--- src/design/tsd_pkg.sv ---
// Package for the tar stream deframer: constants, phase and kind codes,
// and the result record passed from the parser to the output stage.
// Depends on nothing.
package tsd_pkg;

	localparam int BLOCK_BYTES = 512;
	localparam int OFF_W = $clog2(BLOCK_BYTES);
	localparam int SIZE_W = 36;
	localparam int USUM_W = 18;
	localparam int SSUM_W = 19;
	localparam int REF_W = 24;

	localparam logic [OFF_W-1:0] OFF_LAST = OFF_W'(BLOCK_BYTES - 1);
	localparam logic [OFF_W-1:0] NAME_BYTES = OFF_W'(100);
	localparam logic [OFF_W-1:0] SIZE_FIRST = OFF_W'(124);
	localparam logic [OFF_W-1:0] SIZE_LAST = OFF_W'(135);
	localparam logic [OFF_W-1:0] SUM_FIRST = OFF_W'(148);
	localparam logic [OFF_W-1:0] SUM_LAST = OFF_W'(155);
	localparam logic [OFF_W-1:0] TYPE_OFF = OFF_W'(156);

	localparam logic [7:0] CHAR_ZERO = 8'h30;
	localparam logic [7:0] CHAR_SEVEN = 8'h37;
	localparam logic [7:0] CHAR_SPACE = 8'h20;

	typedef enum logic [2:0] {
		PH_HEADER,
		PH_EOA,
		PH_DATA,
		PH_SKIP,
		PH_PAD,
		PH_DONE,
		PH_ERROR
	} phase_t;

	typedef enum logic [2:0] {
		K_NAME,
		K_START,
		K_SKIPPED,
		K_DATA,
		K_END,
		K_ERROR
	} kind_t;

	typedef struct packed {
		logic              valid;
		kind_t             kind;
		logic [7:0]        byte_value;
		logic [SIZE_W-1:0] file_size;
		logic              last_of_file;
	} result_t;

endpackage

--- src/design/tsd_in_stage.sv ---
// Input register of the tar stream deframer: holds one archive byte
// until the parser consumes it. Depends on nothing.
module tsd_in_stage (
	input  logic       clk,
	input  logic       arst_n,
	input  logic       in_valid,
	output logic       in_ready,
	input  logic [7:0] archive_byte,
	input  logic       advance,
	output logic       valid_s1,
	output logic [7:0] byte_s1
);

	assign in_ready = !valid_s1 || advance;

	always_ff @(posedge clk or negedge arst_n) begin
		if (!arst_n) begin
			valid_s1 <= 1'b0;
		end else if (in_ready) begin
			valid_s1 <= in_valid;
		end
	end

	always_ff @(posedge clk) begin
		if (in_ready && in_valid) begin
			byte_s1 <= archive_byte;
		end
	end

endmodule

--- src/design/tsd_parser.sv ---
// Header, payload and padding parser of the tar stream deframer.
// Holds the parse state and forms at most one result per byte.
// Depends on tsd_pkg.
module tsd_parser (
	input  logic             clk,
	input  logic             arst_n,
	input  logic             advance,
	input  logic [7:0]       byte_s1,
	output tsd_pkg::result_t result
);

	tsd_pkg::phase_t phase_q, phase_d;
	logic [tsd_pkg::OFF_W-1:0] off_q, off_d;
	logic [tsd_pkg::USUM_W-1:0] usum_q, usum_d, usum_add;
	logic [tsd_pkg::SSUM_W-1:0] ssum_q, ssum_d, ssum_add;
	logic [tsd_pkg::REF_W-1:0] ref_q, ref_d;
	logic [tsd_pkg::SIZE_W-1:0] size_q, size_d;
	logic [7:0] type_q, type_d;
	logic nz_q, nz_d;
	logic named_q, named_d;
	logic [tsd_pkg::SIZE_W-1:0] left_q, left_d, left_dec;
	logic [tsd_pkg::OFF_W-1:0] pad_q, pad_d, pad_dec;
	logic [7:0] counted;
	logic in_sum, in_size, octal, sum_ok;

	always_comb begin
		in_sum = off_q >= tsd_pkg::SUM_FIRST && off_q <= tsd_pkg::SUM_LAST;
		in_size = off_q >= tsd_pkg::SIZE_FIRST && off_q <= tsd_pkg::SIZE_LAST;
		octal = byte_s1 >= tsd_pkg::CHAR_ZERO && byte_s1 <= tsd_pkg::CHAR_SEVEN;
		counted = in_sum ? tsd_pkg::CHAR_SPACE : byte_s1;
		usum_add = usum_q + {{(tsd_pkg::USUM_W-8){1'b0}}, counted};
		ssum_add = ssum_q + {{(tsd_pkg::SSUM_W-8){counted[7]}}, counted};
		sum_ok = (ref_q == {{(tsd_pkg::REF_W-tsd_pkg::USUM_W){1'b0}}, usum_add})
			|| (!ssum_add[tsd_pkg::SSUM_W-1]
			&& ref_q == {{(tsd_pkg::REF_W-tsd_pkg::SSUM_W){1'b0}}, ssum_add});
		left_dec = left_q - tsd_pkg::SIZE_W'(1);
		pad_dec = pad_q - tsd_pkg::OFF_W'(1);

		phase_d = phase_q;
		off_d = off_q;
		usum_d = usum_q;
		ssum_d = ssum_q;
		ref_d = ref_q;
		size_d = size_q;
		type_d = type_q;
		nz_d = nz_q;
		named_d = named_q;
		left_d = left_q;
		pad_d = pad_q;
		result = '0;

		if (advance) begin
			case (phase_q)
				tsd_pkg::PH_HEADER: begin
					usum_d = usum_add;
					ssum_d = ssum_add;
					if (byte_s1 != 8'd0) begin
						nz_d = 1'b1;
					end
					if (off_q < tsd_pkg::NAME_BYTES && !named_q) begin
						if (byte_s1 == 8'd0) begin
							named_d = 1'b1;
						end else begin
							result.valid = 1'b1;
							result.kind = tsd_pkg::K_NAME;
							result.byte_value = byte_s1;
						end
					end
					if (in_size && octal) begin
						size_d = {size_q[tsd_pkg::SIZE_W-4:0], byte_s1[2:0]};
					end
					if (in_sum && octal) begin
						ref_d = {ref_q[tsd_pkg::REF_W-4:0], byte_s1[2:0]};
					end
					if (off_q == tsd_pkg::TYPE_OFF) begin
						type_d = byte_s1;
					end
					if (off_q != tsd_pkg::OFF_LAST) begin
						off_d = off_q + tsd_pkg::OFF_W'(1);
					end else begin
						off_d = '0;
						usum_d = '0;
						ssum_d = '0;
						ref_d = '0;
						size_d = '0;
						type_d = '0;
						nz_d = 1'b0;
						named_d = 1'b0;
						if (!(nz_q || byte_s1 != 8'd0)) begin
							phase_d = tsd_pkg::PH_EOA;
						end else if (!sum_ok) begin
							phase_d = tsd_pkg::PH_ERROR;
							result.valid = 1'b1;
							result.kind = tsd_pkg::K_ERROR;
						end else begin
							result.valid = 1'b1;
							left_d = size_q;
							pad_d = tsd_pkg::OFF_W'(-size_q[tsd_pkg::OFF_W-1:0]);
							if (type_q == tsd_pkg::CHAR_ZERO || type_q == 8'd0) begin
								result.kind = tsd_pkg::K_START;
								result.file_size = size_q;
								result.last_of_file = (size_q == '0);
								phase_d = (size_q != '0) ? tsd_pkg::PH_DATA
									: tsd_pkg::PH_HEADER;
							end else begin
								result.kind = tsd_pkg::K_SKIPPED;
								phase_d = (size_q != '0) ? tsd_pkg::PH_SKIP
									: tsd_pkg::PH_HEADER;
							end
						end
					end
				end
				tsd_pkg::PH_EOA: begin
					if (off_q != tsd_pkg::OFF_LAST) begin
						off_d = off_q + tsd_pkg::OFF_W'(1);
					end else begin
						off_d = '0;
						phase_d = tsd_pkg::PH_DONE;
						result.valid = 1'b1;
						result.kind = tsd_pkg::K_END;
					end
				end
				tsd_pkg::PH_DATA, tsd_pkg::PH_SKIP: begin
					left_d = left_dec;
					if (phase_q == tsd_pkg::PH_DATA) begin
						result.valid = 1'b1;
						result.kind = tsd_pkg::K_DATA;
						result.byte_value = byte_s1;
						result.last_of_file = (left_dec == '0);
					end
					if (left_dec == '0) begin
						phase_d = (pad_q != '0) ? tsd_pkg::PH_PAD : tsd_pkg::PH_HEADER;
					end
				end
				tsd_pkg::PH_PAD: begin
					pad_d = pad_dec;
					if (pad_dec == '0) begin
						phase_d = tsd_pkg::PH_HEADER;
					end
				end
				default: begin
				end
			endcase
		end
	end

	always_ff @(posedge clk or negedge arst_n) begin
		if (!arst_n) begin
			phase_q <= tsd_pkg::PH_HEADER;
			off_q <= '0;
			usum_q <= '0;
			ssum_q <= '0;
			ref_q <= '0;
			size_q <= '0;
			type_q <= '0;
			nz_q <= 1'b0;
			named_q <= 1'b0;
			left_q <= '0;
			pad_q <= '0;
		end else begin
			phase_q <= phase_d;
			off_q <= off_d;
			usum_q <= usum_d;
			ssum_q <= ssum_d;
			ref_q <= ref_d;
			size_q <= size_d;
			type_q <= type_d;
			nz_q <= nz_d;
			named_q <= named_d;
			left_q <= left_d;
			pad_q <= pad_d;
		end
	end

endmodule

--- src/design/tsd_out_stage.sv ---
// Output register of the tar stream deframer: holds one result item
// until the consumer takes it. Depends on tsd_pkg.
module tsd_out_stage (
	input  logic                        clk,
	input  logic                        arst_n,
	input  logic                        advance,
	input  tsd_pkg::result_t            result,
	output logic                        free,
	output logic                        out_valid,
	input  logic                        out_ready,
	output logic [2:0]                  kind,
	output logic [7:0]                  byte_value,
	output logic [tsd_pkg::SIZE_W-1:0]  file_size,
	output logic                        last_of_file
);

	logic load;

	assign free = !out_valid || out_ready;
	assign load = advance && result.valid;

	always_ff @(posedge clk or negedge arst_n) begin
		if (!arst_n) begin
			out_valid <= 1'b0;
		end else if (load) begin
			out_valid <= 1'b1;
		end else if (out_ready) begin
			out_valid <= 1'b0;
		end
	end

	always_ff @(posedge clk) begin
		if (load) begin
			kind <= result.kind;
			byte_value <= result.byte_value;
			file_size <= result.file_size;
			last_of_file <= result.last_of_file;
		end
	end

endmodule

--- src/design/tar_stream_deframer.sv ---
// Tar stream deframer: reads a ustar archive one byte per item and
// reports name bytes, file starts, data bytes, skips, end and errors.
// Each byte is held in the input register; its result item, if any, is registered in the output register.
// Throughput is one byte per cycle; a held result item stalls the input.
// Asynchronous active-low reset returns the parser to the header phase.
// Depends on tsd_pkg, tsd_in_stage, tsd_parser and tsd_out_stage.
module tar_stream_deframer (
	input  logic        clk,
	input  logic        arst_n,
	input  logic        in_valid,
	output logic        in_ready,
	input  logic [7:0]  archive_byte,
	output logic        out_valid,
	input  logic        out_ready,
	output logic [2:0]  kind,
	output logic [7:0]  byte_value,
	output logic [35:0] file_size,
	output logic        last_of_file
);

	logic valid_s1;
	logic [7:0] byte_s1;
	logic advance;
	logic free;
	tsd_pkg::result_t result;

	assign advance = valid_s1 && free;

	tsd_in_stage u_in (
		.clk(clk),
		.arst_n(arst_n),
		.in_valid(in_valid),
		.in_ready(in_ready),
		.archive_byte(archive_byte),
		.advance(advance),
		.valid_s1(valid_s1),
		.byte_s1(byte_s1)
	);

	tsd_parser u_parser (
		.clk(clk),
		.arst_n(arst_n),
		.advance(advance),
		.byte_s1(byte_s1),
		.result(result)
	);

	tsd_out_stage u_out (
		.clk(clk),
		.arst_n(arst_n),
		.advance(advance),
		.result(result),
		.free(free),
		.out_valid(out_valid),
		.out_ready(out_ready),
		.kind(kind),
		.byte_value(byte_value),
		.file_size(file_size),
		.last_of_file(last_of_file)
	);

	a_stall_blocks_input: assert property (@(posedge clk) disable iff (!arst_n)
		valid_s1 && out_valid && !out_ready |-> !in_ready)
		else $error("input taken while the pipeline is stalled");

	a_start_last: assert property (@(posedge clk) disable iff (!arst_n)
		out_valid && kind == tsd_pkg::K_START |-> last_of_file == (file_size == '0))
		else $error("file start last flag disagrees with size");

	a_byte_zero: assert property (@(posedge clk) disable iff (!arst_n)
		out_valid && kind != tsd_pkg::K_NAME && kind != tsd_pkg::K_DATA
		|-> byte_value == 8'd0)
		else $error("byte value set on a control item");

endmodule
--- config.mk ---
export PLATFORM = sky130hd
export DESIGN_NAME = tar_stream_deframer
export DESIGN_NICKNAME = d
export VERILOG_FILES = /design/src/design/tsd_pkg.sv /design/src/design/tsd_in_stage.sv /design/src/design/tsd_parser.sv /design/src/design/tsd_out_stage.sv /design/src/design/tar_stream_deframer.sv
export SDC_FILE = /design/constraint.sdc
export NUM_CORES = 1
export LEC_CHECK = 0
export ABC_AREA = 1
export BUFFER_PORTS_ARGS = -buffer_cell sky130_fd_sc_hd__buf_2
export CELL_PAD_IN_SITES_DETAIL_PLACEMENT = 1
export CELL_PAD_IN_SITES_GLOBAL_PLACEMENT = 1
export CORE_MARGIN = 2
export CORE_UTILIZATION = 47
export DETAILED_ROUTE_END_ITERATION = 12
export PLACE_DENSITY_LB_ADDON = 0.1
export SYNTH_ARGS = -nofsm -noshare
export SYNTH_HDL_FRONTEND = slang
export SYNTH_SLANG_ARGS = --single-unit
--- constraint.sdc ---
create_clock -name clk -period 4.8 [get_ports clk]
set_input_delay 0.24 -clock clk [delete_from_list [all_inputs] [get_ports clk]]
set_output_delay 0.24 -clock clk [all_outputs]
set_load 0.01 [all_outputs]
==> impl_metrics.tcl <==
set metrics [dict create \
    post-place-cells 2100 \
    yosysSeqAreaShare_pct 44.4 \
    cts.path.max_buffers 3 \
    finalWeightedCongestion 0.869 \
    routed_wl_um 43600 \
    timing.final.setup_violations 0 \
    worst_hold_path_type "primary input to flip-flop" \
    p_leak_nw 7.49 \
    finalInstanceArea_mm2 0.0149 \
    clock.fmax_mhz 224 \
    global_route_wire_length_before_repair_um 70200 \
    critical_path_class "flip-flop to flip-flop" \
    initial_core_utilization_pct 47.6 \
    final-max-slew-violation-count 0 \
    area_delta_synth_final_pct 13.3 \
    hold_violations_final 0 \
    route.layer.met1.wl_um 19400 \
    drt-vias-per-instance 5.72 \
    post_synth_inst_count 1697 \
    detailedPlacementHpwl_um 31000 \
    layout.filler_cells 3454 \
    ctsRootBufferMaster "sky130_fd_sc_hd__clkbuf_16" \
    timing.critical_path.arrival_ns 4.80 \
    final_setup_skew_ns 0.0191 \
    synth.distinct_cells 57 \
    routed-wl-met3_um 1550 \
    buffer_ports.inserted 61 \
    synth_flop_cell "sky130_fd_sc_hd__dfrtp_1" \
    globalRouteOverflowTotal 0 \
    drive_above_1_share_pct 9.48 \
    numClockSinks 222 \
    layout_min_cycle_time_ns 4.46 \
    layout.cells.most_common "sky130_fd_sc_hd__nand2_1" \
    standard_cell_with_the_maximum_stage_delay_on_the_critical_path "sky130_fd_sc_hd__fa_1" \
    placeableCoreArea_mm2 0.0276 \
    initialDrtViolationCount 835 \
    design.final.nets 1805 \
    status "finished, final reports clean" \
    ir_drop_v 0.000286 \
    grt_pass1_vias 12900 \
    synth-seq-cells 222 \
    final_standard_cell_count_with_taps_included_and_fillers_excluded 2161 \
    syn-num-nets 1738 \
    synth-edff-count 56 \
    placed_area_mm2 0.0138 \
    h-tree-depth 1 \
    rsz_0062_raised_after_global_routing "no" \
    latest_clock_arrival_within_the_worst_skew_pair_ns 0.54 \
    max_slew.worst_pin.slew_ns 1.44 \
    antenna_violations_before_repair 0 \
    antenna_cells 0 \
    final.setup.tns_ns 0 \
    post-route-drc-count 0 \
    power_density_cells_mw_per_mm2 296 \
    end_kind "flip-flop" \
    top_layer "met4" \
    chipWidth_um 171 \
    grtUsageTotal_pct 30.3 \
    peak_per_stage_delay_on_the_critical_path_ns 0.57 \
    critical_path_peak_fanout 36 \
    route.antenna.remaining_nets 0 \
    grt_start_max_net_pins 107 \
    tritoncts "yes" \
    worst_setup_path_start_kind "flip-flop" \
    die_h_um 171 \
    cts-buffers-inserted 25 \
    dr.pass1.iters 5 \
    syn_area_per_cell_um2 7.75 \
    slew_headroom_pct 3.41 \
    worstPathRequired_ns 5.14 \
    core.rowCount 61 \
    netlist_area_mm2 0.0131 \
    path_clk_slew_ns 0.06 \
    cp.buffers_inverters 5 \
    ys.warnings.count 0 \
    min_period_over_period_pct 92.8 \
    dieArea_mm2 0.0293 \
    crit_family "simple AND/OR/NAND/NOR gates" \
    layout.cells.most_common_list "sky130_fd_sc_hd__nand2_1, sky130_fd_sc_hd__inv_1, sky130_fd_sc_hd__nor2_1, sky130_fd_sc_hd__dfrtp_1, sky130_fd_sc_hd__nand3_1" \
    dr_total_vias 12400 \
    top_level_ports 62 \
    met2_wirelength_um 21400 \
    synth_async_sr_flop_share_pct 74.8 \
    maxCapViolCount 0 \
    routedWlPerCell_um 20.2 \
]
-- registers in the layout, indices dropped and copies added (netlist names) --
name and count:
u_parser.named_q 1, u_parser.nz_q 1, u_parser.phase_q 3, u_parser.ref_q 24, u_out.kind 3, u_in.valid_s1 1, u_out.last_of_file 1, u_parser.type_q 8
u_in.byte_s1 8, u_parser.ssum_q 19, u_parser.pad_q 9, u_parser.usum_q 18, u_out.file_size 36, u_parser.size_q 36, u_out.out_valid 1, u_out.byte_value 8
u_parser.left_q 36, u_parser.off_q 9
-- final cells by class --
| type | count | area [µm²] | area share (%) |
|---|---|---|---|
| Clock inverter | 11 | 110 | 0.739 |
| Tap cell | 378 | 473 | 3.17 |
| Inverter | 220 | 826 | 5.54 |
| Multi-Input combinational cell | 1203 | 6320 | 42.4 |
| Timing Repair Buffer | 92 | 631 | 4.23 |
| Sequential cell | 222 | 5840 | 39.2 |
| Clock buffer | 35 | 703 | 4.72 |
-- power breakdown --
group          internal, mW  leakage (nW)  total [mW]  switching (mW)
Clock                  1.13         0.402        1.94           0.814
Combinational         0.139          4.79       0.448           0.309
Sequential             1.97          2.30        2.01          0.0470
Total                  3.23          7.49        4.40            1.17
-- final timing paths --
kind                                     start                  end  cells past startpoint  slack, ns
max                          u_parser.off_q[0]  u_out.file_size[13]                     27       0.34
min                                  out_ready      u_out.out_valid                      4       0.02
max reg2reg                  u_parser.off_q[0]  u_out.file_size[13]                     27       0.34
min reg2reg                u_parser.left_q[35]  u_parser.left_q[35]                      2       0.49
max in group asynchronous               arst_n  u_parser.usum_q[13]                      3       3.46
min in group asynchronous               arst_n    u_parser.pad_q[0]                      2       0.25
-- repair_timing --
item | in CTS | in global routing
buffers inserted | 0 | 3
gates cloned | 1 | 1
gates resized for setup | 2 | 16
setup endpoints to repair | 36 | 85
pin swaps | 1 | 5
hold endpoints to repair | 69 | 0
hold buffers | 10 | 0
-- tightest hold or removal path: stages --
cell                      delay, ns
sky130_fd_sc_hd__buf_2         0.07
sky130_fd_sc_hd__inv_1         0.04
sky130_fd_sc_hd__nand2_1       0.06
sky130_fd_sc_hd__o21ai_0       0.08
-- cell families after synthesis --
kind of cell	count (synthesis)	share of synthesized area [%]
AND/OR/NAND/NOR	870	29.5
buffers and inverters	274	8.40
AO/OA/AOI/OAI	253	11.1
flip-flops	222	44.4
XOR/XNOR	49	3.75
adder cells (fa/ha/maj)	29	2.87
-- metal layers --
metal	track usage (%)	up-vias
li1	-	5849
met1	40.4	6203
met2	53.0	245
met3	2.67	69
met4	8.33	0
met5	0	-
-- stage by stage --
step | hold slack [ns] | setup slack, ns | total power, mW | util, %
global route | 0.0568 | 0.0247 | 4.56 | 53.9
global placement | 0.269 | 0.0436 | 2.46 | 50.1
floorplan | -0.0556 | 0.629 | 2.32 | -
CTS | 0.00823 | 0.0225 | 4.43 | 53.5
detailed placement | 0.272 | -0.172 | 2.47 | 50.1
finish | 0.0193 | 0.345 | 4.40 | 53.9
-- cell usage after synthesis (all sizes together), types with 9 or more instances --
| cell | instances | area (µm²) |
|---|---|---|
| xor2 | 30 | 270 |
| nor3 | 42 | 215 |
| xnor2 | 15 | 131 |
| nor2 | 182 | 701 |
| ha | 27 | 338 |
| inv | 219 | 822 |
| dfrtp | 166 | 4150 |
| buf | 11 | 118 |
| nor4 | 13 | 81.3 |
| o21ai | 104 | 524 |
| o22ai | 77 | 482 |
| a21oi | 35 | 175 |
| o31ai | 9 | 67.6 |
| edfxtp | 56 | 1680 |
| nand2 | 418 | 1600 |
| nand4 | 77 | 488 |
| nand3 | 121 | 666 |
| clkbuf | 43 | 161 |
(Power assumes the default switching activity.)
